===== config.mk =====
export PLATFORM = sky130hd
export DESIGN_NAME = rgb_to_hsv_pixel
export DESIGN_NICKNAME = d
export VERILOG_FILES = /design/src/rth_pkg.sv /design/src/rth_front.sv /design/src/rth_div_step.sv /design/src/rth_back.sv /design/src/rgb_to_hsv_pixel.sv
export SDC_FILE = /design/constraint.sdc
export NUM_CORES = 2
export LEC_CHECK = 0
export CORE_UTILIZATION = 45
export CTS_CLUSTER_DIAMETER = 80
export DETAILED_ROUTE_END_ITERATION = 16
export DONT_BUFFER_PORTS = 1
export GPL_TIMING_DRIVEN = 0
export SLEW_MARGIN = 15
export SYNTH_ARGS = -nofsm -noshare
export SYNTH_HDL_FRONTEND = slang
export SYNTH_SLANG_ARGS = --single-unit

===== constraint.sdc =====
create_clock -name clk -period 21.5 [get_ports clk]
set_input_delay 1.075 -clock clk [delete_from_list [all_inputs] [get_ports clk]]
set_output_delay 1.075 -clock clk [all_outputs]
set_load 0.01 [all_outputs]

===== src/rth_pkg.sv =====
// rth_pkg: shared types and constants for the RGB to HSV pixel converter.
// No dependencies; imported by every rth_* module and the top level.

package rth_pkg;

    localparam int PIX_W      = 8;
    localparam int GAIN_W     = 10;
    localparam logic [GAIN_W-1:0] GAIN_RESET = 10'd256;

    localparam int FRAC_W     = 16;
    localparam int NUM_W      = 17;
    localparam int DIV_W      = NUM_W + FRAC_W;
    localparam int DIV_STEP   = 3;
    localparam int DIV_STAGES = DIV_W / DIV_STEP;

    localparam int PIPE_STAGES = DIV_STAGES + 3;
    localparam int PIPE_LAST   = PIPE_STAGES - 1;

    localparam int HUE_Q_W    = 25;
    localparam int SAT_Q_W    = 24;
    localparam int T_W        = 17;

    localparam logic [8:0] DEG_RED   = 9'd360;
    localparam logic [8:0] DEG_GREEN = 9'd120;
    localparam logic [8:0] DEG_BLUE  = 9'd240;
    localparam logic [8:0] DEG_FULL  = 9'd360;

    // floor(n/45) = (n * 11651) >> 19 for n below 2^14
    localparam logic [13:0] RECIP_45 = 14'd11651;
    localparam int          RECIP_SH = 19;

    typedef struct packed {
        logic [PIX_W-1:0] den;
        logic [PIX_W-1:0] rem;
        logic [DIV_W-1:0] acc;
    } div_t;

    typedef struct packed {
        logic [PIX_W-1:0] value;
        logic             red_sec;
        logic             grey;
        logic             black;
    } side_t;

endpackage


===== src/rth_front.sv =====
// rth_front: first stage; max/min, hue sector and both division operands.
// Depends on rth_pkg.

module rth_front
    import rth_pkg::*;
(
    input  logic             clk,
    input  logic             ld,
    input  logic [PIX_W-1:0] red,
    input  logic [PIX_W-1:0] green,
    input  logic [PIX_W-1:0] blue,
    output div_t             hue_div,
    output div_t             sat_div,
    output side_t            side
);

    div_t  hue_div_reg;
    div_t  hue_div_next;
    div_t  sat_div_reg;
    div_t  sat_div_next;
    side_t side_reg;
    side_t side_next;

    logic [PIX_W-1:0] hi;
    logic [PIX_W-1:0] lo;
    logic [PIX_W-1:0] span;
    logic [PIX_W-1:0] pos;
    logic [PIX_W-1:0] neg;
    logic [8:0]       base_k;
    logic             red_sec;
    logic [17:0]      num_wide;
    logic [15:0]      sat_num;

    always_comb
    begin
        red_sec = 1'b0;
        priority if (red >= green && red >= blue)
        begin
            hi      = red;
            red_sec = 1'b1;
            base_k  = DEG_RED;
            pos     = green;
            neg     = blue;
        end
        else if (green >= blue)
        begin
            hi     = green;
            base_k = DEG_GREEN;
            pos    = blue;
            neg    = red;
        end
        else
        begin
            hi     = blue;
            base_k = DEG_BLUE;
            pos    = red;
            neg    = green;
        end

        lo = red;
        if (green < lo)
        begin
            lo = green;
        end
        if (blue < lo)
        begin
            lo = blue;
        end

        span     = hi - lo;
        num_wide = 18'(base_k) * 18'(span) + 18'(pos) * 18'd60 - 18'(neg) * 18'd60;
        sat_num  = {span, 8'd0} - {8'd0, span};

        hue_div_next.den = span;
        hue_div_next.rem = '0;
        hue_div_next.acc = {num_wide[NUM_W-1:0], {FRAC_W{1'b0}}};

        sat_div_next.den = hi;
        sat_div_next.rem = '0;
        sat_div_next.acc = {1'b0, sat_num, {FRAC_W{1'b0}}};

        side_next.value   = hi;
        side_next.red_sec = red_sec;
        side_next.grey    = (span == '0);
        side_next.black   = (hi == '0);
    end

    always_ff @(posedge clk)
    begin
        if (ld)
        begin
            hue_div_reg <= hue_div_next;
            sat_div_reg <= sat_div_next;
            side_reg    <= side_next;
        end
    end

    assign hue_div = hue_div_reg;
    assign sat_div = sat_div_reg;
    assign side    = side_reg;

endmodule


===== src/rth_div_step.sv =====
// rth_div_step: one divider stage, DIV_STEP (3) restoring quotient bits for the
// hue and saturation quotients side by side. Depends on rth_pkg.

module rth_div_step
    import rth_pkg::*;
(
    input  logic  clk,
    input  logic  ld,
    input  div_t  hue_in,
    input  div_t  sat_in,
    input  side_t side_in,
    output div_t  hue_out,
    output div_t  sat_out,
    output side_t side_out
);

    div_t  hue_reg;
    div_t  hue_next;
    div_t  sat_reg;
    div_t  sat_next;
    side_t side_reg;

    function automatic div_t div_bit(input div_t d);
        logic [PIX_W:0] trial;
        div_t           r;
        trial = {d.rem, d.acc[DIV_W-1]};
        r     = d;
        r.acc = {d.acc[DIV_W-2:0], 1'b0};
        if (trial >= {1'b0, d.den})
        begin
            r.rem    = PIX_W'(trial - {1'b0, d.den});
            r.acc[0] = 1'b1;
        end
        else
        begin
            r.rem = trial[PIX_W-1:0];
        end
        return r;
    endfunction

    always_comb
    begin
        hue_next = hue_in;
        sat_next = sat_in;
        for (int i = 0; i < DIV_STEP; i++)
        begin
            hue_next = div_bit(hue_next);
            sat_next = div_bit(sat_next);
        end
    end

    always_ff @(posedge clk)
    begin
        if (ld)
        begin
            hue_reg  <= hue_next;
            sat_reg  <= sat_next;
            side_reg <= side_in;
        end
    end

    assign hue_out  = hue_reg;
    assign sat_out  = sat_reg;
    assign side_out = side_reg;

endmodule


===== src/rth_back.sv =====
// rth_back: last two stages; hue scaling to 255/360 and saturation gain
// with clamp, ending in the output register. Depends on rth_pkg.

module rth_back
    import rth_pkg::*;
(
    input  logic              clk,
    input  logic              ld1,
    input  logic              ld2,
    input  logic [GAIN_W-1:0] gain,
    input  div_t              hue_q,
    input  div_t              sat_q,
    input  side_t             side_in,
    output logic [PIX_W-1:0]  hue,
    output logic [PIX_W-1:0]  saturation,
    output logic [PIX_W-1:0]  value
);

    logic [HUE_Q_W-1:0] hq;
    logic [8:0]         deg;
    logic [32:0]        hprod;
    logic [33:0]        sprod;

    logic [T_W-1:0]     t_reg;
    logic [T_W-1:0]     t_next;
    logic [9:0]         satp_reg;
    logic [9:0]         satp_next;
    logic               grey_reg;
    logic [PIX_W-1:0]   value1_reg;

    logic [27:0]        hdiv;

    logic [PIX_W-1:0]   hue_reg;
    logic [PIX_W-1:0]   hue_next;
    logic [PIX_W-1:0]   sat_reg;
    logic [PIX_W-1:0]   sat_next;
    logic [PIX_W-1:0]   value_reg;

    // red sector wraps whole degrees mod 360 before scaling
    always_comb
    begin
        hq    = hue_q.acc[HUE_Q_W-1:0];
        deg   = hq[HUE_Q_W-1:FRAC_W];
        if (deg >= DEG_FULL)
        begin
            deg = deg - DEG_FULL;
        end
        hprod = 33'(hq) * 33'd255;
        if (side_in.red_sec)
        begin
            t_next = T_W'(deg) * T_W'(255);
        end
        else
        begin
            t_next = hprod[32:FRAC_W];
        end
        sprod     = 34'(sat_q.acc[SAT_Q_W-1:0]) * 34'(gain);
        satp_next = side_in.black ? 10'd0 : sprod[33:24];
    end

    always_ff @(posedge clk)
    begin
        if (ld1)
        begin
            t_reg      <= t_next;
            satp_reg   <= satp_next;
            grey_reg   <= side_in.grey;
            value1_reg <= side_in.value;
        end
    end

    // t/360 taken as (t/8)/45
    always_comb
    begin
        hdiv     = 28'(t_reg[T_W-1:3]) * 28'(RECIP_45);
        hue_next = grey_reg ? '0 : hdiv[RECIP_SH+PIX_W-1:RECIP_SH];
        sat_next = (satp_reg > 10'd255) ? 8'd255 : satp_reg[PIX_W-1:0];
    end

    always_ff @(posedge clk)
    begin
        if (ld2)
        begin
            hue_reg   <= hue_next;
            sat_reg   <= sat_next;
            value_reg <= value1_reg;
        end
    end

    assign hue        = hue_reg;
    assign saturation = sat_reg;
    assign value      = value_reg;

endmodule


===== src/rgb_to_hsv_pixel.sv =====
// rgb_to_hsv_pixel: top level; handshake pipeline control, gain register.
// Depends on rth_pkg, rth_front, rth_div_step and rth_back.
//
// Usage:
//   Slave stream s_* takes one pixel request per beat: s_tdata holds red,
//   green and blue. Master stream m_* returns hue, saturation and value.
//   sat_gain_we/sat_gain_data write the Q2.8 saturation gain (reset 1.0);
//   write it only while the pipeline is empty.
//   Stages: front stage, 11 divider stages of 3 quotient bits each, two
//   output stages.
//   Throughput: one request per cycle when not stalled; each stage holds
//   one request and advances whenever the stage ahead is empty or moving.
//   Stall: with m_tready low the output holds; requests behind it close up
//   any gaps, and s_tready falls only once all 14 stages are occupied.
//   Reset: all stages empty, gain back to 256.

module rgb_to_hsv_pixel
    import rth_pkg::*;
(
    input  logic              clk,
    input  logic              rst_n,
    input  logic              s_tvalid,
    output logic              s_tready,
    input  logic [23:0]       s_tdata,       // red, green, blue
    output logic              m_tvalid,
    input  logic              m_tready,
    output logic [23:0]       m_tdata,       // hue, saturation, value
    input  logic              sat_gain_we,
    input  logic [GAIN_W-1:0] sat_gain_data
);

    logic [GAIN_W-1:0]      sat_gain_reg;
    logic [PIPE_STAGES-1:0] vld_reg;
    logic [PIPE_STAGES-1:0] rdy;

    div_t  hdiv [0:DIV_STAGES];
    div_t  sdiv [0:DIV_STAGES];
    side_t side [0:DIV_STAGES];

    logic [PIX_W-1:0] hue;
    logic [PIX_W-1:0] saturation;
    logic [PIX_W-1:0] value;

    always_ff @(posedge clk or negedge rst_n)
    begin
        if (!rst_n)
        begin
            sat_gain_reg <= GAIN_RESET;
        end
        else if (sat_gain_we)
        begin
            sat_gain_reg <= sat_gain_data;
        end
    end

    always_comb
    begin
        rdy[PIPE_LAST] = !vld_reg[PIPE_LAST] || m_tready;
        for (int k = PIPE_LAST - 1; k >= 0; k--)
        begin
            rdy[k] = !vld_reg[k] || rdy[k+1];
        end
    end

    always_ff @(posedge clk or negedge rst_n)
    begin
        if (!rst_n)
        begin
            vld_reg <= '0;
        end
        else
        begin
            if (rdy[0])
            begin
                vld_reg[0] <= s_tvalid;
            end
            for (int k = 1; k < PIPE_STAGES; k++)
            begin
                if (rdy[k])
                begin
                    vld_reg[k] <= vld_reg[k-1];
                end
            end
        end
    end

    rth_front u_front (
        .clk     (clk),
        .ld      (rdy[0]),
        .red     (s_tdata[7:0]),
        .green   (s_tdata[15:8]),
        .blue    (s_tdata[23:16]),
        .hue_div (hdiv[0]),
        .sat_div (sdiv[0]),
        .side    (side[0])
    );

    for (genvar g = 0; g < DIV_STAGES; g++)
    begin : g_div
        rth_div_step u_step (
            .clk      (clk),
            .ld       (rdy[g+1]),
            .hue_in   (hdiv[g]),
            .sat_in   (sdiv[g]),
            .side_in  (side[g]),
            .hue_out  (hdiv[g+1]),
            .sat_out  (sdiv[g+1]),
            .side_out (side[g+1])
        );
    end

    rth_back u_back (
        .clk        (clk),
        .ld1        (rdy[DIV_STAGES+1]),
        .ld2        (rdy[DIV_STAGES+2]),
        .gain       (sat_gain_reg),
        .hue_q      (hdiv[DIV_STAGES]),
        .sat_q      (sdiv[DIV_STAGES]),
        .side_in    (side[DIV_STAGES]),
        .hue        (hue),
        .saturation (saturation),
        .value      (value)
    );

    assign s_tready = rdy[0];
    assign m_tvalid = vld_reg[PIPE_LAST];
    assign m_tdata  = {value, saturation, hue};

    a_black_pixel: assert property (@(posedge clk) disable iff (!rst_n)
        m_tvalid && m_tdata[23:16] == 8'd0 |-> m_tdata[15:0] == 16'd0)
        else $error("black pixel with non-zero hue or saturation");

    a_hue_range: assert property (@(posedge clk) disable iff (!rst_n)
        m_tvalid |-> m_tdata[7:0] != 8'hFF)
        else $error("hue out of range");

    a_full_stall: assert property (@(posedge clk) disable iff (!rst_n)
        !s_tready |-> &vld_reg)
        else $error("input stalled with an empty stage");

endmodule

---- Yosys cells after proc, flatten, opt, wreduce, memory -nomap -nowiden ----
Index checks and enable logic that the tools add are counted.
cells by class
  add/subtract/negate cells ............... 69
  $mul .................................... 7
  divide/modulo/power cells ............... 0
  magnitude comparators ................... 73
  eq/ne operators ......................... 0
  shifts and indexed selects .............. 0
  muxes and demuxes ....................... 143
  bitwise logic cells ..................... 0
  reductions and logical operators ........ 31
operators by type and width
  operator                                                                          count
  8-bit two-way mux                                                                 73
  9-bit by 8-bit >= comparator with 1-bit output                                    64
  8-bit subtractor                                                                  63
  1-bit two-way mux                                                                 67
  24-bit by 10-bit multiplier with 34-bit output                                    1
  25-bit by 8-bit multiplier with 33-bit output, second input constant              1
  14-bit by 14-bit multiplier with 27-bit output, second input constant             1
  8-bit >= comparator                                                               3
  8-bit by 4-bit multiplier with 12-bit output, second input constant               2
  9-bit two-way mux                                                                 2
  17-bit by 14-bit adder with 17-bit output                                         1
  9-bit by 8-bit multiplier with 17-bit output                                      1
  9-bit by 8-bit multiplier with 17-bit output, second input constant               1
  17-bit two-way mux                                                                1
  17-bit by 14-bit subtractor with 17-bit output                                    1
  8-bit logical NOT                                                                 2
  8-bit less-than comparator                                                        2
  16-bit by 8-bit subtractor with 16-bit output                                     1
  1-bit logical NOT                                                                 14
  1-bit logical OR                                                                  14
  10-bit by 8-bit greater-than comparator with 1-bit output, second input constant  1
  9-bit >= comparator, second input constant                                        1
  9-bit subtractor, second input constant                                           1
  1-bit by 8-bit >= comparator with 1-bit output                                    1
  4 further kinds                                                                   4
word-level totals
  register bits after elaboration ......... 871
  latch bits .............................. 0
  RAM bits ................................ 0
  bits in read-only memories .............. 0
  output and inout bits ................... 26
  memories kept ........................... 0

---- Longest topological paths before layout ----
  depth after elaboration ................. 15
  depth in mapped cells ................... 44

---- Modules after synthesis ----
Synthesis repeated with hierarchy kept, for this count alone.
unflattened totals
  cells, all modules ...................... 7476
  area total of the unflattened synthesis .. 91009.8 um^2
modules (own cells, without submodules)
  module                               times used  cells an instance  area each (um^2)
  rth_div_step at g_div[3].u_step ...  7           433                5865.6
  rth_div_step at g_div[0].u_step ...  3           452                5979.5
  rth_back                             1           1784               17529.3
  rth_front                            1           778                7541.0
  rth_div_step at g_div[2].u_step      1           452                5914.4
  rgb_to_hsv_pixel                     1           75                 1027.2

---- Worst setup path before layout ----
No wires, ideal clock.
  kind .................................... input to register
  start point ............................. input port s_tdata[3]
  end point ............................... register u_front.hue_div_reg, in the netlist u_front.hue_div[32] (data pin)
  library setup time ...................... 0.260 ns
  data arrival time ....................... 9.745 ns
  required time ........................... 21.240 ns
  setup slack ............................. 11.495 ns
  stages .................................. 40
  buffers on the path ..................... 2
  cell sequence ........................... inv_1 -> ha_1 -> a21o_1 -> a21oi_1 -> a21o_1 -> and2_1 -> clkbuf_1 -> a21oi_1 -> ha_1 -> a21oi_1 -> nor2b_1 -> o21ai_0 -> o21a_1 -> a21oi_1 -> nor2_1 -> mux2_2 -> ha_1 -> nor2b_1 -> (+4 left out) -> xnor2_1 -> xnor2_1 -> buf_2 -> nand2_1 -> fa_1 -> fa_1 -> inv_1 -> fa_1 -> fa_1 -> inv_1 -> fa_1 -> inv_1 -> ha_1 -> o21ai_0 -> o21ai_0 -> a31o_2 -> a21oi_1 -> xnor2_1
on the way
  word-level cells in the longest chain between the ends .. 8
ends and longest elaborated chain
  what                                                line                    RTL
  start, declared                                     rgb_to_hsv_pixel.sv:24  input logic [23:0] s_tdata,
  8-bit less-than comparator                          rth_front.sv:61         if (green < lo)
  8-bit two-way mux                                   rth_front.sv:61
  8-bit less-than comparator                          rth_front.sv:65         if (blue < lo)
  8-bit two-way mux                                   rth_front.sv:65
  8-bit subtractor (*)                                rth_front.sv:70         span = hi - lo;
  via u_front.span[7]                                 rth_front.sv:26         logic [PIX_W-1:0] span;
  9-bit by 8-bit multiplier with 17-bit output (*)    rth_front.sv:71         num_wide = 18'(base_k) * 18'(span) + 18'(pos) * 18'd60 - 18'(neg) * 18'd60;
  17-bit by 14-bit adder with 17-bit output (*)       rth_front.sv:71
  17-bit by 14-bit subtractor with 17-bit output (*)  rth_front.sv:71
  via u_front.num_wide[16]                            rth_front.sv:31         logic [17:0] num_wide;
  end signal, assigned                                rth_front.sv:92         hue_div_reg <= hue_div_next;
  end, declared                                       rth_front.sv:17         div_t hue_div_reg;
Mark *: on every way through the listed nets, which the timed path passes. The rest lies on a longest branch.
A chain may end at the register's enable or synchronous reset.

---- Final worst setup path ----
Same ends and word-level chain as after synthesis.

==> results.py <==
metrics = {
    "worst_setup_path": {
        "critPathSlowestCell": "xor2_1",
        "worst_setup_path_end_kind": "register",
        "crit_path_max_incr_delay_ns": 0.69,
        "crit_buf_inv": 7,
        "rrSetupSlack_ns": 12.73,
        "crit_required_ns": 21.95,
        "critical_path.top_delay_family": "adder cells",
        "arrival_ns": 11.39,
        "cp-start-kind": "input pin",
        "crit_type": "input pin to register",
        "cp_max_fo": 10,
    },
    "finish": {
        "diodes": 0,
        "largest_reg_flops": 307,
        "final_util": 0.4933,
        "nFillCells": 13940,
        "layout.nets": 8237,
        "finalNonFillerCells": 8969,
        "areaGrowthSynthToFinish_pct": 8.669,
        "seq_area_um2": 23330,
        "drive_gt1_frac": 0.06686,
        "multi_input_area_um2": 42520,
    },
    "sta": {
        "period_needed_ns": 10.94,
        "finalMaxSlewViolations": 0,
        "tightest_slew_ns": 1.109,
        "hold_violations": 0,
        "final.period_utilization": 0.5090,
        "clock_skew_ns": 0.03228,
        "finalSetupTns_ns": 0,
        "fmax_mhz": 91.39,
        "rsz0062_at_grt": "no",
        "slew_headroom": 0.2582,
        "finalSetupViolations": 0,
    },
    "floorplan": {
        "dieArea_um2": 157300,
        "num_io_pins": 65,
        "die_y_um": 396.7,
        "rows": 144,
        "initial_core_util": 0.4539,
        "coreArea_um2": 154400,
        "die_w_um": 396.7,
    },
    "placed_design": {
        "portBuffers": 0,
        "dpl.hpwl_mm": 118.4,
        "routabilityCongestion": 0.8947,
        "place_inst": 8801,
    },
    "cts": {
        "clockBufferDepth": 3,
        "clk_pin_slew_worst_paths_ns": 0.06,
        "cts_sinks": 781,
        "cts_tree": "yes",
        "clkLatencyLatePin_ns": 0.71,
        "cts_buffers": 91,
        "ctsResizeCount": 0,
        "cts_root_buffer": "clkbuf_16",
        "htree_levels": 3,
    },
    "synth": {
        "synth_most_common_cell": "inv_1",
        "postSynthAreaPerCell_um2": 10.40,
        "synth_warnings": 0,
        "synth_area_leaders": "edfxtp_1 (32%), ha_1 (16%), fa_1 (13%)",
        "synth_top_area_share": 0.3243,
        "ys_async_sr_fraction": 0.03073,
        "synth-seq-area-share": 0.3329,
        "syn_area_um2": 70090,
        "synth_ff_type": "edfxtp_1",
        "synth_area_leader_cell": "edfxtp_1",
        "ys_types": 100,
        "ys_ff_latch": 781,
        "synth_edf_count": 757,
        "synth_cells": 6737,
        "synth_commonest_cells": "inv_1 (1,009), ha_1 (875), edfxtp_1 (757), fa_1 (472), nand2_1 (444)",
    },
    "grt": {
        "antenna_found_initial": 1,
        "grt_pass1_wl_mm": 243.8,
        "grt_usage": 0.1886,
        "grt_max_degree": 56,
        "grt_pass1_vias": 48470,
        "overflow": 0,
    },
    "status": {
        "violations": "DRC",
        "status": "finished, violations left",
    },
    "route": {
        "finalWirelength_mm": 145.7,
        "drc": 2,
        "num_vias": 47200,
        "first_iter_violations": 2345,
        "dr.pass1.iters": 14,
        "ant_nets": 0,
        "wl_per_cell_um": 16.24,
        "vias_per_cell": 5.263,
    },
    "min_path": {
        "hp-class": "input pin to async pin",
    },
    "run": {
        "max_cap_viol_count": 0,
    },
}
-- layout make-up --
class	count	area share
plain buffers	119	0.006653
clock buffers	104	0.03121
well taps	2044	0.03358
repair buffers	19	0.003860
clock inverters	63	0.01004
inverters	1014	0.05007
multi-input cells	4825	0.5582
flip-flops and latches	781	0.3064
-- cell families (layout without fill, tap and decap cells) --
kind of cell,count (synthesis),in the layout,share of synthesized area
muxes,259,259,0.04009
buffers and inverters,1133,1319,0.06157
AOI/OAI and AO/OA,1270,1270,0.1187
DFF,781,781,0.3329
other,1,3,0.00005350
xor gates and xnor gates,373,373,0.04661
and+or+nand+nor,1573,1573,0.1090
adders and majority gates,1347,1347,0.2910
-- cells in the final DEF, fill, tap and decap left out, types with 27 or more instances in the layout --
cell type     n
a21boi_0     53
a21o_1      140
a21oi_1     312
a31oi_1      36
and2_1      132
and3_1       27
clkbuf_1     86
clkbuf_16    92
edfxtp_1    757
fa_1        472
ha_1        875
inv_1      1005
mux2_2      174
mux2i_1      85
nand2_1     440
nand2b_1     95
nand3_1      70
nand4_1      56
nor2_1      416
nor2b_1     113
nor3_1       88
o21a_1       66
o21ai_0     323
o21bai_1     29
o31ai_1      38
or2_2        29
or3_1        38
xnor2_1     254
xor2_1      118
-- through the flow --
step                      hold slack, ns  area [um^2]  setup slack (ns)
final                            0.06907        76170             10.56
after global routing             0.01495        76170             9.881
after CTS                      0.0001548        76170             10.60
after detailed placement          0.4045        73010             9.817
after global placement            0.4009        72650             10.07
after floorplan                   0.4003        70100             11.49
-- layer usage --
layer,part of all wire,track usage,vias up,wire (um)
li1,-,-,23580,-
met1,0.46,0.2472,22720,66670
met2,0.48,0.3283,704,70600
met3,0.036,0.02497,194,5250
met4,0.021,0.04592,2,3126
met5,0.000062,0,-,9
-- repair_timing --
item                                   4_1_cts  5_1_grt
buffers inserted                             0        0
hold buffers                                 1        0
endpoints found under the hold margin       13        0
-- worst paths after layout --
kind | start | end | cells after the start
setup reg to reg | g_div[0].u_step.sat_out[42] | g_div[1].u_step.sat_out[39] | 33
hold / removal | rst_n | vld_reg[13] | 0
hold reg to reg | g_div[1].u_step.sat_out[24] | g_div[2].u_step.sat_out[27] | 0
setup / recovery | s_tdata[3] | u_front.hue_div[32] | 38
min in group clk | g_div[1].u_step.sat_out[24] | g_div[2].u_step.sat_out[27] | 0
max in group asynchronous | rst_n | vld_reg[9] | 1
Power is left out: the tool's default activity adds up to more than one toggle a clock period on the data nets, which glitch-free logic cannot reach.
